$ cat src/hw/rtl/deq_pkg.sv
`timescale 1ns / 1ps
// ----------------------------------------------------------------------------
// Deque package
// Shared types and constants for the double-ended queue core.
// ----------------------------------------------------------------------------
package deq_pkg;

    localparam int DEPTH_DEFAULT      = 64;
    localparam int WORD_WIDTH_DEFAULT = 32;

    localparam int DATA_W   = 32;
    localparam int REQ_W    = 2;
    localparam int STATUS_W = 2;
    localparam int TOTAL_W  = 7;

    typedef enum logic [REQ_W-1:0] {
        REQ_PUSH_FRONT = 2'd0,
        REQ_PUSH_BACK  = 2'd1,
        REQ_POP_FRONT  = 2'd2,
        REQ_POP_BACK   = 2'd3
    } req_kind_t;

    typedef enum logic [STATUS_W-1:0] {
        ST_DONE  = 2'd0,
        ST_EMPTY = 2'd1,
        ST_FULL  = 2'd2
    } status_t;

    typedef struct packed {
        req_kind_t                 req_type;
        logic signed [DATA_W-1:0]  data_in;
    } deq_in_t;

    typedef struct packed {
        logic signed [DATA_W-1:0]  data_out;
        status_t                   status;
        logic [TOTAL_W-1:0]        entry_total;
    } deq_out_t;

    // controller -> datapath
    typedef struct packed {
        logic accept;   // take the request, update pointers, issue RAM access
        logic finish;   // capture RAM read data into the response
    } deq_cmd_t;

    // datapath -> controller
    typedef struct packed {
        logic need_read;  // pending request is a pop on a non-empty queue
        logic out_busy;   // response register holds a transaction not taken
    } deq_sts_t;

endpackage

$ cat src/hw/rtl/deq_ram.sv
`timescale 1ns / 1ps
// ----------------------------------------------------------------------------
// Deque RAM
// Generic single-write, single-read RAM with registered read data.
// ----------------------------------------------------------------------------
module deq_ram #(
    parameter int WIDTH = 32,
    parameter int DEPTH = 64
) (
    input  logic                     clk,
    input  logic                     wr_en,
    input  logic [$clog2(DEPTH)-1:0] wr_addr,
    input  logic [WIDTH-1:0]         wr_data,
    input  logic                     rd_en,
    input  logic [$clog2(DEPTH)-1:0] rd_addr,
    output logic [WIDTH-1:0]         rd_data
);

    logic [WIDTH-1:0] mem_reg [DEPTH];
    logic [WIDTH-1:0] rd_data_reg;

    always_ff @(posedge clk)
    begin
        if (wr_en)
        begin
            mem_reg[wr_addr] <= wr_data;
        end
        if (rd_en)
        begin
            rd_data_reg <= mem_reg[rd_addr];
        end
    end

    assign rd_data = rd_data_reg;

endmodule

$ cat src/hw/rtl/deq_ctrl.sv
`timescale 1ns / 1ps
// ----------------------------------------------------------------------------
// Deque controller
// Sequences one request at a time: accept, then for a stored-word pop collect the read data in READ.
// ----------------------------------------------------------------------------
module deq_ctrl (
    input  logic              clk,
    input  logic              rst_n,
    input  logic              req_valid,
    output logic              req_ready,
    input  deq_pkg::deq_sts_t sts,
    output deq_pkg::deq_cmd_t cmd
);

    import deq_pkg::*;

    typedef enum logic [1:0] {
        S_IDLE = 2'b01,
        S_READ = 2'b10
    } state_t;

    state_t state_reg;
    state_t state_next;

    assign req_ready = (state_reg == S_IDLE) && !sts.out_busy;

    always_comb
    begin
        state_next = state_reg;
        cmd        = '0;
        unique case (state_reg)
            S_IDLE:
            begin
                if (req_valid && req_ready)
                begin
                    cmd.accept = 1'b1;
                    if (sts.need_read)
                    begin
                        state_next = S_READ;
                    end
                end
            end
            S_READ:
            begin
                cmd.finish = 1'b1;
                state_next = S_IDLE;
            end
            default:
            begin
                state_next = S_IDLE;
            end
        endcase
    end

    always_ff @(posedge clk or negedge rst_n)
    begin
        if (!rst_n)
        begin
            state_reg <= S_IDLE;
        end
        else
        begin
            state_reg <= state_next;
        end
    end

endmodule

$ cat src/hw/rtl/deq_datapath.sv
`timescale 1ns / 1ps
// ----------------------------------------------------------------------------
// Deque datapath
// Ring pointers, entry count, ring store and the response register.
// ----------------------------------------------------------------------------
module deq_datapath #(
    parameter int DEPTH      = deq_pkg::DEPTH_DEFAULT,
    parameter int WORD_WIDTH = deq_pkg::WORD_WIDTH_DEFAULT
) (
    input  logic              clk,
    input  logic              rst_n,
    input  deq_pkg::deq_in_t  req,
    input  deq_pkg::deq_cmd_t cmd,
    output deq_pkg::deq_sts_t sts,
    output logic              rsp_valid,
    input  logic              rsp_ready,
    output deq_pkg::deq_out_t rsp
);

    import deq_pkg::*;

    localparam int PW = $clog2(DEPTH);
    localparam int CW = $clog2(DEPTH + 1);

    logic [PW-1:0] front_reg, front_next;
    logic [CW-1:0] count_reg, count_next;
    deq_out_t      rsp_reg, rsp_next;
    logic          rsp_valid_reg;

    logic          full, empty;
    logic [PW-1:0] front_dec, front_inc;
    logic [PW:0]   back_sum, last_sum;
    logic [PW-1:0] back_slot, last_slot;

    logic                           wr_en, rd_en;
    logic [PW-1:0]                  wr_addr, rd_addr;
    logic [DATA_W+WORD_WIDTH-1:0]   wide_in;
    logic [WORD_WIDTH-1:0]          rd_word;
    logic [WORD_WIDTH+DATA_W-1:0]   wide_rd;
    logic [CW+TOTAL_W-1:0]          count_ext;
    logic                           need_read;

    assign full  = (count_reg == CW'(DEPTH));
    assign empty = (count_reg == '0);

    assign front_dec = (front_reg == '0) ? PW'(DEPTH - 1) : front_reg - 1'b1;
    assign front_inc = (front_reg == PW'(DEPTH - 1)) ? '0 : front_reg + 1'b1;

    // count <= DEPTH, so each sum stays below 2*DEPTH and one subtract wraps it
    assign back_sum  = {1'b0, front_reg} + (PW+1)'(count_reg);
    assign last_sum  = back_sum - 1'b1;
    assign back_slot = (back_sum >= (PW+1)'(DEPTH)) ? PW'(back_sum - (PW+1)'(DEPTH))
                                                    : back_sum[PW-1:0];
    assign last_slot = (last_sum >= (PW+1)'(DEPTH)) ? PW'(last_sum - (PW+1)'(DEPTH))
                                                    : last_sum[PW-1:0];

    assign wide_in = {{WORD_WIDTH{req.data_in[DATA_W-1]}}, req.data_in};

    always_comb
    begin
        wr_en      = 1'b0;
        rd_en      = 1'b0;
        wr_addr    = front_dec;
        rd_addr    = front_reg;
        front_next = front_reg;
        count_next = count_reg;
        need_read  = 1'b0;
        unique case (req.req_type)
            REQ_PUSH_FRONT:
            begin
                if (!full)
                begin
                    wr_en      = 1'b1;
                    wr_addr    = front_dec;
                    front_next = front_dec;
                    count_next = count_reg + 1'b1;
                end
            end
            REQ_PUSH_BACK:
            begin
                if (!full)
                begin
                    wr_en      = 1'b1;
                    wr_addr    = back_slot;
                    count_next = count_reg + 1'b1;
                end
            end
            REQ_POP_FRONT:
            begin
                if (!empty)
                begin
                    rd_en      = 1'b1;
                    need_read  = 1'b1;
                    rd_addr    = front_reg;
                    front_next = front_inc;
                    count_next = count_reg - 1'b1;
                end
            end
            REQ_POP_BACK:
            begin
                if (!empty)
                begin
                    rd_en      = 1'b1;
                    need_read  = 1'b1;
                    rd_addr    = last_slot;
                    count_next = count_reg - 1'b1;
                end
            end
            default:
            begin
                wr_en = 1'b0;
            end
        endcase
    end

    assign count_ext = {{TOTAL_W{1'b0}}, count_next};
    assign wide_rd   = {{DATA_W{rd_word[WORD_WIDTH-1]}}, rd_word};

    always_comb
    begin
        rsp_next             = rsp_reg;
        rsp_next.entry_total = count_ext[TOTAL_W-1:0];
        if (req.req_type == REQ_PUSH_FRONT || req.req_type == REQ_PUSH_BACK)
        begin
            rsp_next.data_out = '0;
            rsp_next.status   = full ? ST_FULL : ST_DONE;
        end
        else
        begin
            rsp_next.data_out = '1;
            rsp_next.status   = empty ? ST_EMPTY : ST_DONE;
        end
    end

    deq_ram #(
        .WIDTH (WORD_WIDTH),
        .DEPTH (DEPTH)
    ) u_ram (
        .clk     (clk),
        .wr_en   (cmd.accept && wr_en),
        .wr_addr (wr_addr),
        .wr_data (wide_in[WORD_WIDTH-1:0]),
        .rd_en   (cmd.accept && rd_en),
        .rd_addr (rd_addr),
        .rd_data (rd_word)
    );

    always_ff @(posedge clk or negedge rst_n)
    begin
        if (!rst_n)
        begin
            front_reg     <= '0;
            count_reg     <= '0;
            rsp_valid_reg <= 1'b0;
        end
        else
        begin
            if (cmd.accept)
            begin
                front_reg <= front_next;
                count_reg <= count_next;
            end
            if ((cmd.accept && !need_read) || cmd.finish)
            begin
                rsp_valid_reg <= 1'b1;
            end
            else if (rsp_ready)
            begin
                rsp_valid_reg <= 1'b0;
            end
        end
    end

    always_ff @(posedge clk)
    begin
        if (cmd.accept)
        begin
            rsp_reg <= rsp_next;
        end
        else if (cmd.finish)
        begin
            rsp_reg.data_out <= wide_rd[DATA_W-1:0];
        end
    end

    assign sts.need_read = need_read;
    assign sts.out_busy  = rsp_valid_reg && !rsp_ready;
    assign rsp_valid     = rsp_valid_reg;
    assign rsp           = rsp_reg;

endmodule

$ cat src/hw/rtl/double_ended_queue_core.sv
`timescale 1ns / 1ps
// ----------------------------------------------------------------------------
// Double-ended queue core
// Bounded deque of signed words in a ring-organized RAM.
// ----------------------------------------------------------------------------
// A bounded double-ended queue of up to DEPTH signed words. Each request
// transaction pushes or pops at either end and yields exactly one response
// transaction carrying the popped word (-1 on an empty pop, 0 on pushes),
// a status (done, empty on pop, full on push) and the entry count after the
// request. A push into a full queue is dropped. Pushes and empty pops are
// answered the cycle after acceptance. A stored-word pop detours through
// READ for the registered read port of the ring RAM; the next request
// waits for its data. Pushes sustain one per cycle while responses are
// consumed. The response register decouples the two sides: a new request
// is taken in the same cycle the previous response is consumed. No
// clearing pass is needed after reset; only occupied slots are ever read.
// ----------------------------------------------------------------------------
module double_ended_queue_core #(
    parameter int DEPTH      = deq_pkg::DEPTH_DEFAULT,
    parameter int WORD_WIDTH = deq_pkg::WORD_WIDTH_DEFAULT
) (
    input  logic              clk,
    input  logic              rst_n,
    // request channel
    input  logic              req_valid,
    output logic              req_ready,
    input  deq_pkg::deq_in_t  req,
    // response channel
    output logic              rsp_valid,
    input  logic              rsp_ready,
    output deq_pkg::deq_out_t rsp
);

    import deq_pkg::*;

    deq_cmd_t cmd;
    deq_sts_t sts;

    // Controller: IDLE accepts a request when the response register is free
    // (or draining this cycle); pops of stored data detour through READ.
    deq_ctrl u_ctrl (
        .clk       (clk),
        .rst_n     (rst_n),
        .req_valid (req_valid),
        .req_ready (req_ready),
        .sts       (sts),
        .cmd       (cmd)
    );

    // Datapath: front pointer, entry count, ring RAM and response register.
    deq_datapath #(
        .DEPTH      (DEPTH),
        .WORD_WIDTH (WORD_WIDTH)
    ) u_dp (
        .clk       (clk),
        .rst_n     (rst_n),
        .req       (req),
        .cmd       (cmd),
        .sts       (sts),
        .rsp_valid (rsp_valid),
        .rsp_ready (rsp_ready),
        .rsp       (rsp)
    );

endmodule

$ cat config.mk
export PLATFORM = sky130hd
export DESIGN_NAME = double_ended_queue_core
export DESIGN_NICKNAME = d
export VERILOG_FILES = /design/src/hw/rtl/deq_pkg.sv /design/src/hw/rtl/deq_ram.sv /design/src/hw/rtl/deq_ctrl.sv /design/src/hw/rtl/deq_datapath.sv /design/src/hw/rtl/double_ended_queue_core.sv
export SDC_FILE = /design/constraint.sdc
export NUM_CORES = 2
export LEC_CHECK = 0
export BUFFER_PORTS_ARGS = -buffer_cell sky130_fd_sc_hd__buf_2
export CAP_MARGIN = 10
export CORE_MARGIN = 5
export CORE_UTILIZATION = 40
export DETAILED_ROUTE_END_ITERATION = 8
export PLACE_DENSITY_LB_ADDON = 0.08
export RECOVER_POWER = 50
export SLEW_MARGIN = 20
export SYNTH_ARGS = -nofsm -noshare
export SYNTH_HDL_FRONTEND = slang
export SYNTH_SLANG_ARGS = --single-unit
$ cat constraint.sdc
create_clock -name clk -period 4.4 [get_ports clk]
set_input_delay 0.44 -clock clk [delete_from_list [all_inputs] [get_ports clk]]
set_output_delay 0.44 -clock clk [all_outputs]
set_load 0.005 [all_outputs]
==> results.txt <==
----------------------------------------------------
[Power and ir drop]
  Overall power ... roughly 73000 uW
  Leakage power of the design ... roughly 0.033 uW
  Maximum vdd drop ... roughly 0.54 mV
  Power density over cell area ... about 740 nW/um^2

[Worst hold path]
  Worst min-delay path category ... input port to flip-flop
  Hold path start ... req[33]
  Hold-critical path depth ... 2
  Hold Path End ... u_dp.rsp[1]

[GRT]
  Combined global-route utilization of all metal layers ... roughly 25%
  Met1 capacity usage during global routing ... between 30 and 40%
  Number of antenna violations at the first check in global routing ... 28
  Maximum number of pins on one net before global-route repair ... 85
  Layer with the highest usage after global routing ... met2
  Gr ovfl total ... 0
  Via count of the first global-routing pass ... 51600
  Wire length of the first global-routing pass ... between 400 and 500 mm
  Met3 track demand over resource ... approximately 3.8%
  Routing usage on met2 ... between 40% and 50%

[Worst setup path]
  Worst flop-to-flop path endpoint ... u_dp.u_ram.mem_reg[39][17]
  Critical path arrival ... roughly 4800 ps
  Worst-path cell chain ... ha_1 -> fa_1 -> and3_1 -> or3_1 -> and2_1 -> mux2i_1 -> nand3b_1 -> buf_12 -> nor2_4 -> buf_12
  Reg2Reg Depth ... 10
  Highest fanout seen on the critical path ... 14
  Worst setup SP type ... flip-flop
  Kind of capture point of the worst setup path ... flip-flop
  Max stage delay on crit path ... approximately 750 ps
  Max stage delay cell, worst path ... sky130_fd_sc_hd__mux2i_1
  Library cell appearing most often on the critical path ... sky130_fd_sc_hd__buf_12
  Setup Crit Path Kind ... flip-flop to flip-flop
  Worst setup slack for register-to-register paths ... between 100 and 150 ps
  Worst reg2reg startpoint ... u_dp.count_reg[0]
  Req. time, crit path ... between 4000 and 5000 ps

[Die]
  Number of I/O pins ... 81
  Core region area ... between 200000 and 250000 sq um
  Number of core rows ... 168
  Die H ... roughly 470 um
  Die boundary width ... about 470 um
  Initial core utilization ... 40.3%
  Total Die Area ... between 200000 and 250000 sq um

[Yosys]
  Number of warning messages in the yosys log ... 0
  Count of flip-flops with a built-in enable after synthesis ... about 2100
  Dominant register cell in the synthesized netlist ... sky130_fd_sc_hd__edfxtp_1
  Netlist cell types ... 62
  Share of synthesized registers carrying an async set or reset ... less than 1%
  Flip-flop and latch count after synthesis ... approximately 2100
  Post-Synthesis Net Count ... 5982
  Syn Std Cell Area ... between 80000 and 90000 sq um
  Synth Instances ... slightly below 6000
  Average size of a mapped cell ... between 10 and 15 sq um
  Share of synthesized area occupied by flip-flops and latches ... between 70 and 80%

[Layout]
  Layout cells sized above 1 ... 12.6%
  Synth-to-Final Area Change ... 17.4%
  Number of flip-flops in the largest register ... just over 2000
  Final-stage net count ... approximately 6300

[Clock tree]
  Cell chosen for the clock root ... sky130_fd_sc_hd__clkbuf_16
  H-tree levels ... 4
  Clock slew seen by the registers of the worst setup and hold paths ... 60 ps
  Number of buffers on the longest clock path ... 3
  CTS tree ... yes
  Clock network latency to the later pin of the worst-skew pair ... approximately 870 ps
  CTS buffer count ... 228
  Clock Sink Count ... 2137

[STA]
  Setup clock skew after layout ... between 50 and 60 ps
  Hold violation count in the final report ... 0
  Post-route minimum period ... between 4000 and 5000 ps
  Total of endpoints with negative setup slack in the final report ... 0
  Unrepaired setup endpoints after global routing ... false
  Final worst slack ... roughly 130 ps
  Final max-slew violation count ... ~1800
  Transition at the pin with the smallest max-transition slack ... 3720 ps
  Relative slew margins ... -148%
  Crit share post-route ... between 90% and 100%
  Achievable frequency ... 0.234 GHz

[Drt]
  Initial drt markers ... ~6100
  Detailed-route wire length ... about 290 mm
  Vias per Instance ... 5.85
  Vias ... between 50000 and 60000
  Count of antenna-violating nets left after detailed routing ... 0
  Number of iterations in the first detailed-routing pass ... 5
  Number of remaining DRC errors ... 0
  Per-cell routed wire length ... just over 30 um

[Placement]
  Buffers on Ports ... 80
  Worst slack at placement ... -163 ps
  Gp weighted congestion ... roughly 0.82
  Post-detailed-placement half-perimeter wirelength ... approximately 170 mm

[Run status]
  Failing checks ... capacitance limit, slew limit
  Run status ... finished with violations

[Job]
  Max-cap violations ... 43

----------------------------------------------------
cells by family (layout without fill, tap and decap cells):
group           after synthesis  count (layout)  share of synthesized area [%]
compound gates              879             879                           7.93
buf+inv                     452             957                           2.31
simple gates               2268            2268                           11.7
flops                      2137            2137                           75.7
xor+xnor                     13              13                          0.167
fa+ha+maj                    12              12                          0.186
mux                         171             171                           2.03
other cells                   0              21                              0
synth_stat cells (all sizes together), types with 3 or more instances:
cell / n / area, sq um
mux2: 8 / 90.1
a31oi: 161 / 1010
xor2: 3 / 26.3
clkbuf: 260 / 976
inv: 14 / 52.6
o21ai: 22 / 125
a22o: 3 / 26.3
o221ai: 3 / 26.3
nand2: 1456 / 5470
a21oi: 19 / 95.1
nand2b: 5 / 31.3
nor2: 92 / 348
and4: 31 / 272
a32o: 4 / 40.0
o211ai: 166 / 1250
dfrtp: 15 / 375
xnor2: 8 / 70.1
ha: 11 / 138
nor3: 5 / 25.0
nand3b: 3 / 22.5
a21o: 39 / 293
and2: 7 / 43.8
mux2i: 163 / 1630
buf: 177 / 927
a311oi: 126 / 1100
nor2b: 5 / 31.3
nand4: 67 / 419
or2: 3 / 18.8
and3: 161 / 1010
a211oi: 160 / 1200
o21a: 5 / 37.5
a32oi: 160 / 1400
nand3: 426 / 2130
edfxtp: 2121 / 63700
placed cells by master (no fill, tap or decap), drive strengths merged, types with 7 or more instances in the layout:
cell and n:
and4 31, diode 21, and2 7, nand2 1456, dfrtp 15, buf 410, nand3 426, a21oi 19
xnor2 8, a32oi 160, ha 11, a311oi 126, o21ai 22, nor2 92, clkinv 119, and3 161
mux2 8, clkinvlp 7, a31oi 161, mux2i 163, nand4 67, inv 22, a21o 39, clkbuf 381
o211ai 166, a211oi 160, edfxtp 2121, bufinv 13
final cells by class:
| type | instances | area (sq um) |
|---|---|---|
| timing repair buffer | 511 | 5370 |
| sequential | 2137 | 64100 |
| antenna | 21 | 52.6 |
| tap | 2805 | 3510 |
| multi-input combinational | 3343 | 19200 |
| clock buffer | 285 | 5980 |
| clock inverter | 146 | 1150 |
| inverter | 15 | 56.3 |
| fill | 18400 | 111000 |
worst max-delay path: cells and delay by family (launching register included):
family / cells / cell delay, ps
AND/OR/NAND/NOR: 5 / 1610
multiplexers: 1 / 750
adder cells (fa/ha/maj): 2 / 660
buffers and inverters: 2 / 500
flip-flops: 1 / 390
metrics by stage:
stage	std cells	cell area [sq um]	utilization (%)	setup TNS (ps)	hold WS [ps]
2_1_floorplan	5932	84700	-	-33220	144
3_3_place_gp	8793	92200	43.9	-194	435
3_5_place_dp	8800	92300	43.9	-382	438
4_1_cts	9239	99600	47.4	0	31.0
5_1_grt	9249	99400	47.3	0	200
6_report	9263	99400	47.3	0	220
per-layer routing:
metal / vias to the layer above / share of wire, %
met5: - / 0.011
met4: 6 / 2.6
met3: 341 / 6.9
met2: 2109 / 47
met1: 28300 / 44
li1: 23400 / -
worst max path at each step:
| stage | from | to | slack (ps) |
|---|---|---|---|
| finish | u_dp.count_reg[0] | u_dp.u_ram.mem_reg[39][17] | 130 |
| global route | u_dp.count_reg[0] | u_dp.u_ram.rd_data[11] | 8 |
| CTS | u_dp.count_reg[0] | u_dp.u_ram.rd_data[4] | 130 |
| detailed placement | u_dp.count_reg[0] | u_dp.u_ram.rd_data[11] | -160 |
| global placement | u_dp.count_reg[0] | u_dp.u_ram.rd_data[11] | -120 |
| floorplan | u_dp.count_reg[0] | u_dp.u_ram.mem_reg[0][0] | -130 |
report_power, final:
group	switching, uW	internal (uW)
logic	21100	10200
clock network	8070	10400
registers	372	23400
total	29500	44000
repair_timing:
item                                    4_1_cts  5_1_grt
endpoints found under the hold margin        50        0
setup buffers                                 3        2
hold buffers                                  5        0
resized for setup                             0        3
endpoints found under the setup margin        6        8
pin swaps                                     1        3
Note: power is estimated with default switching activity, not from simulation.
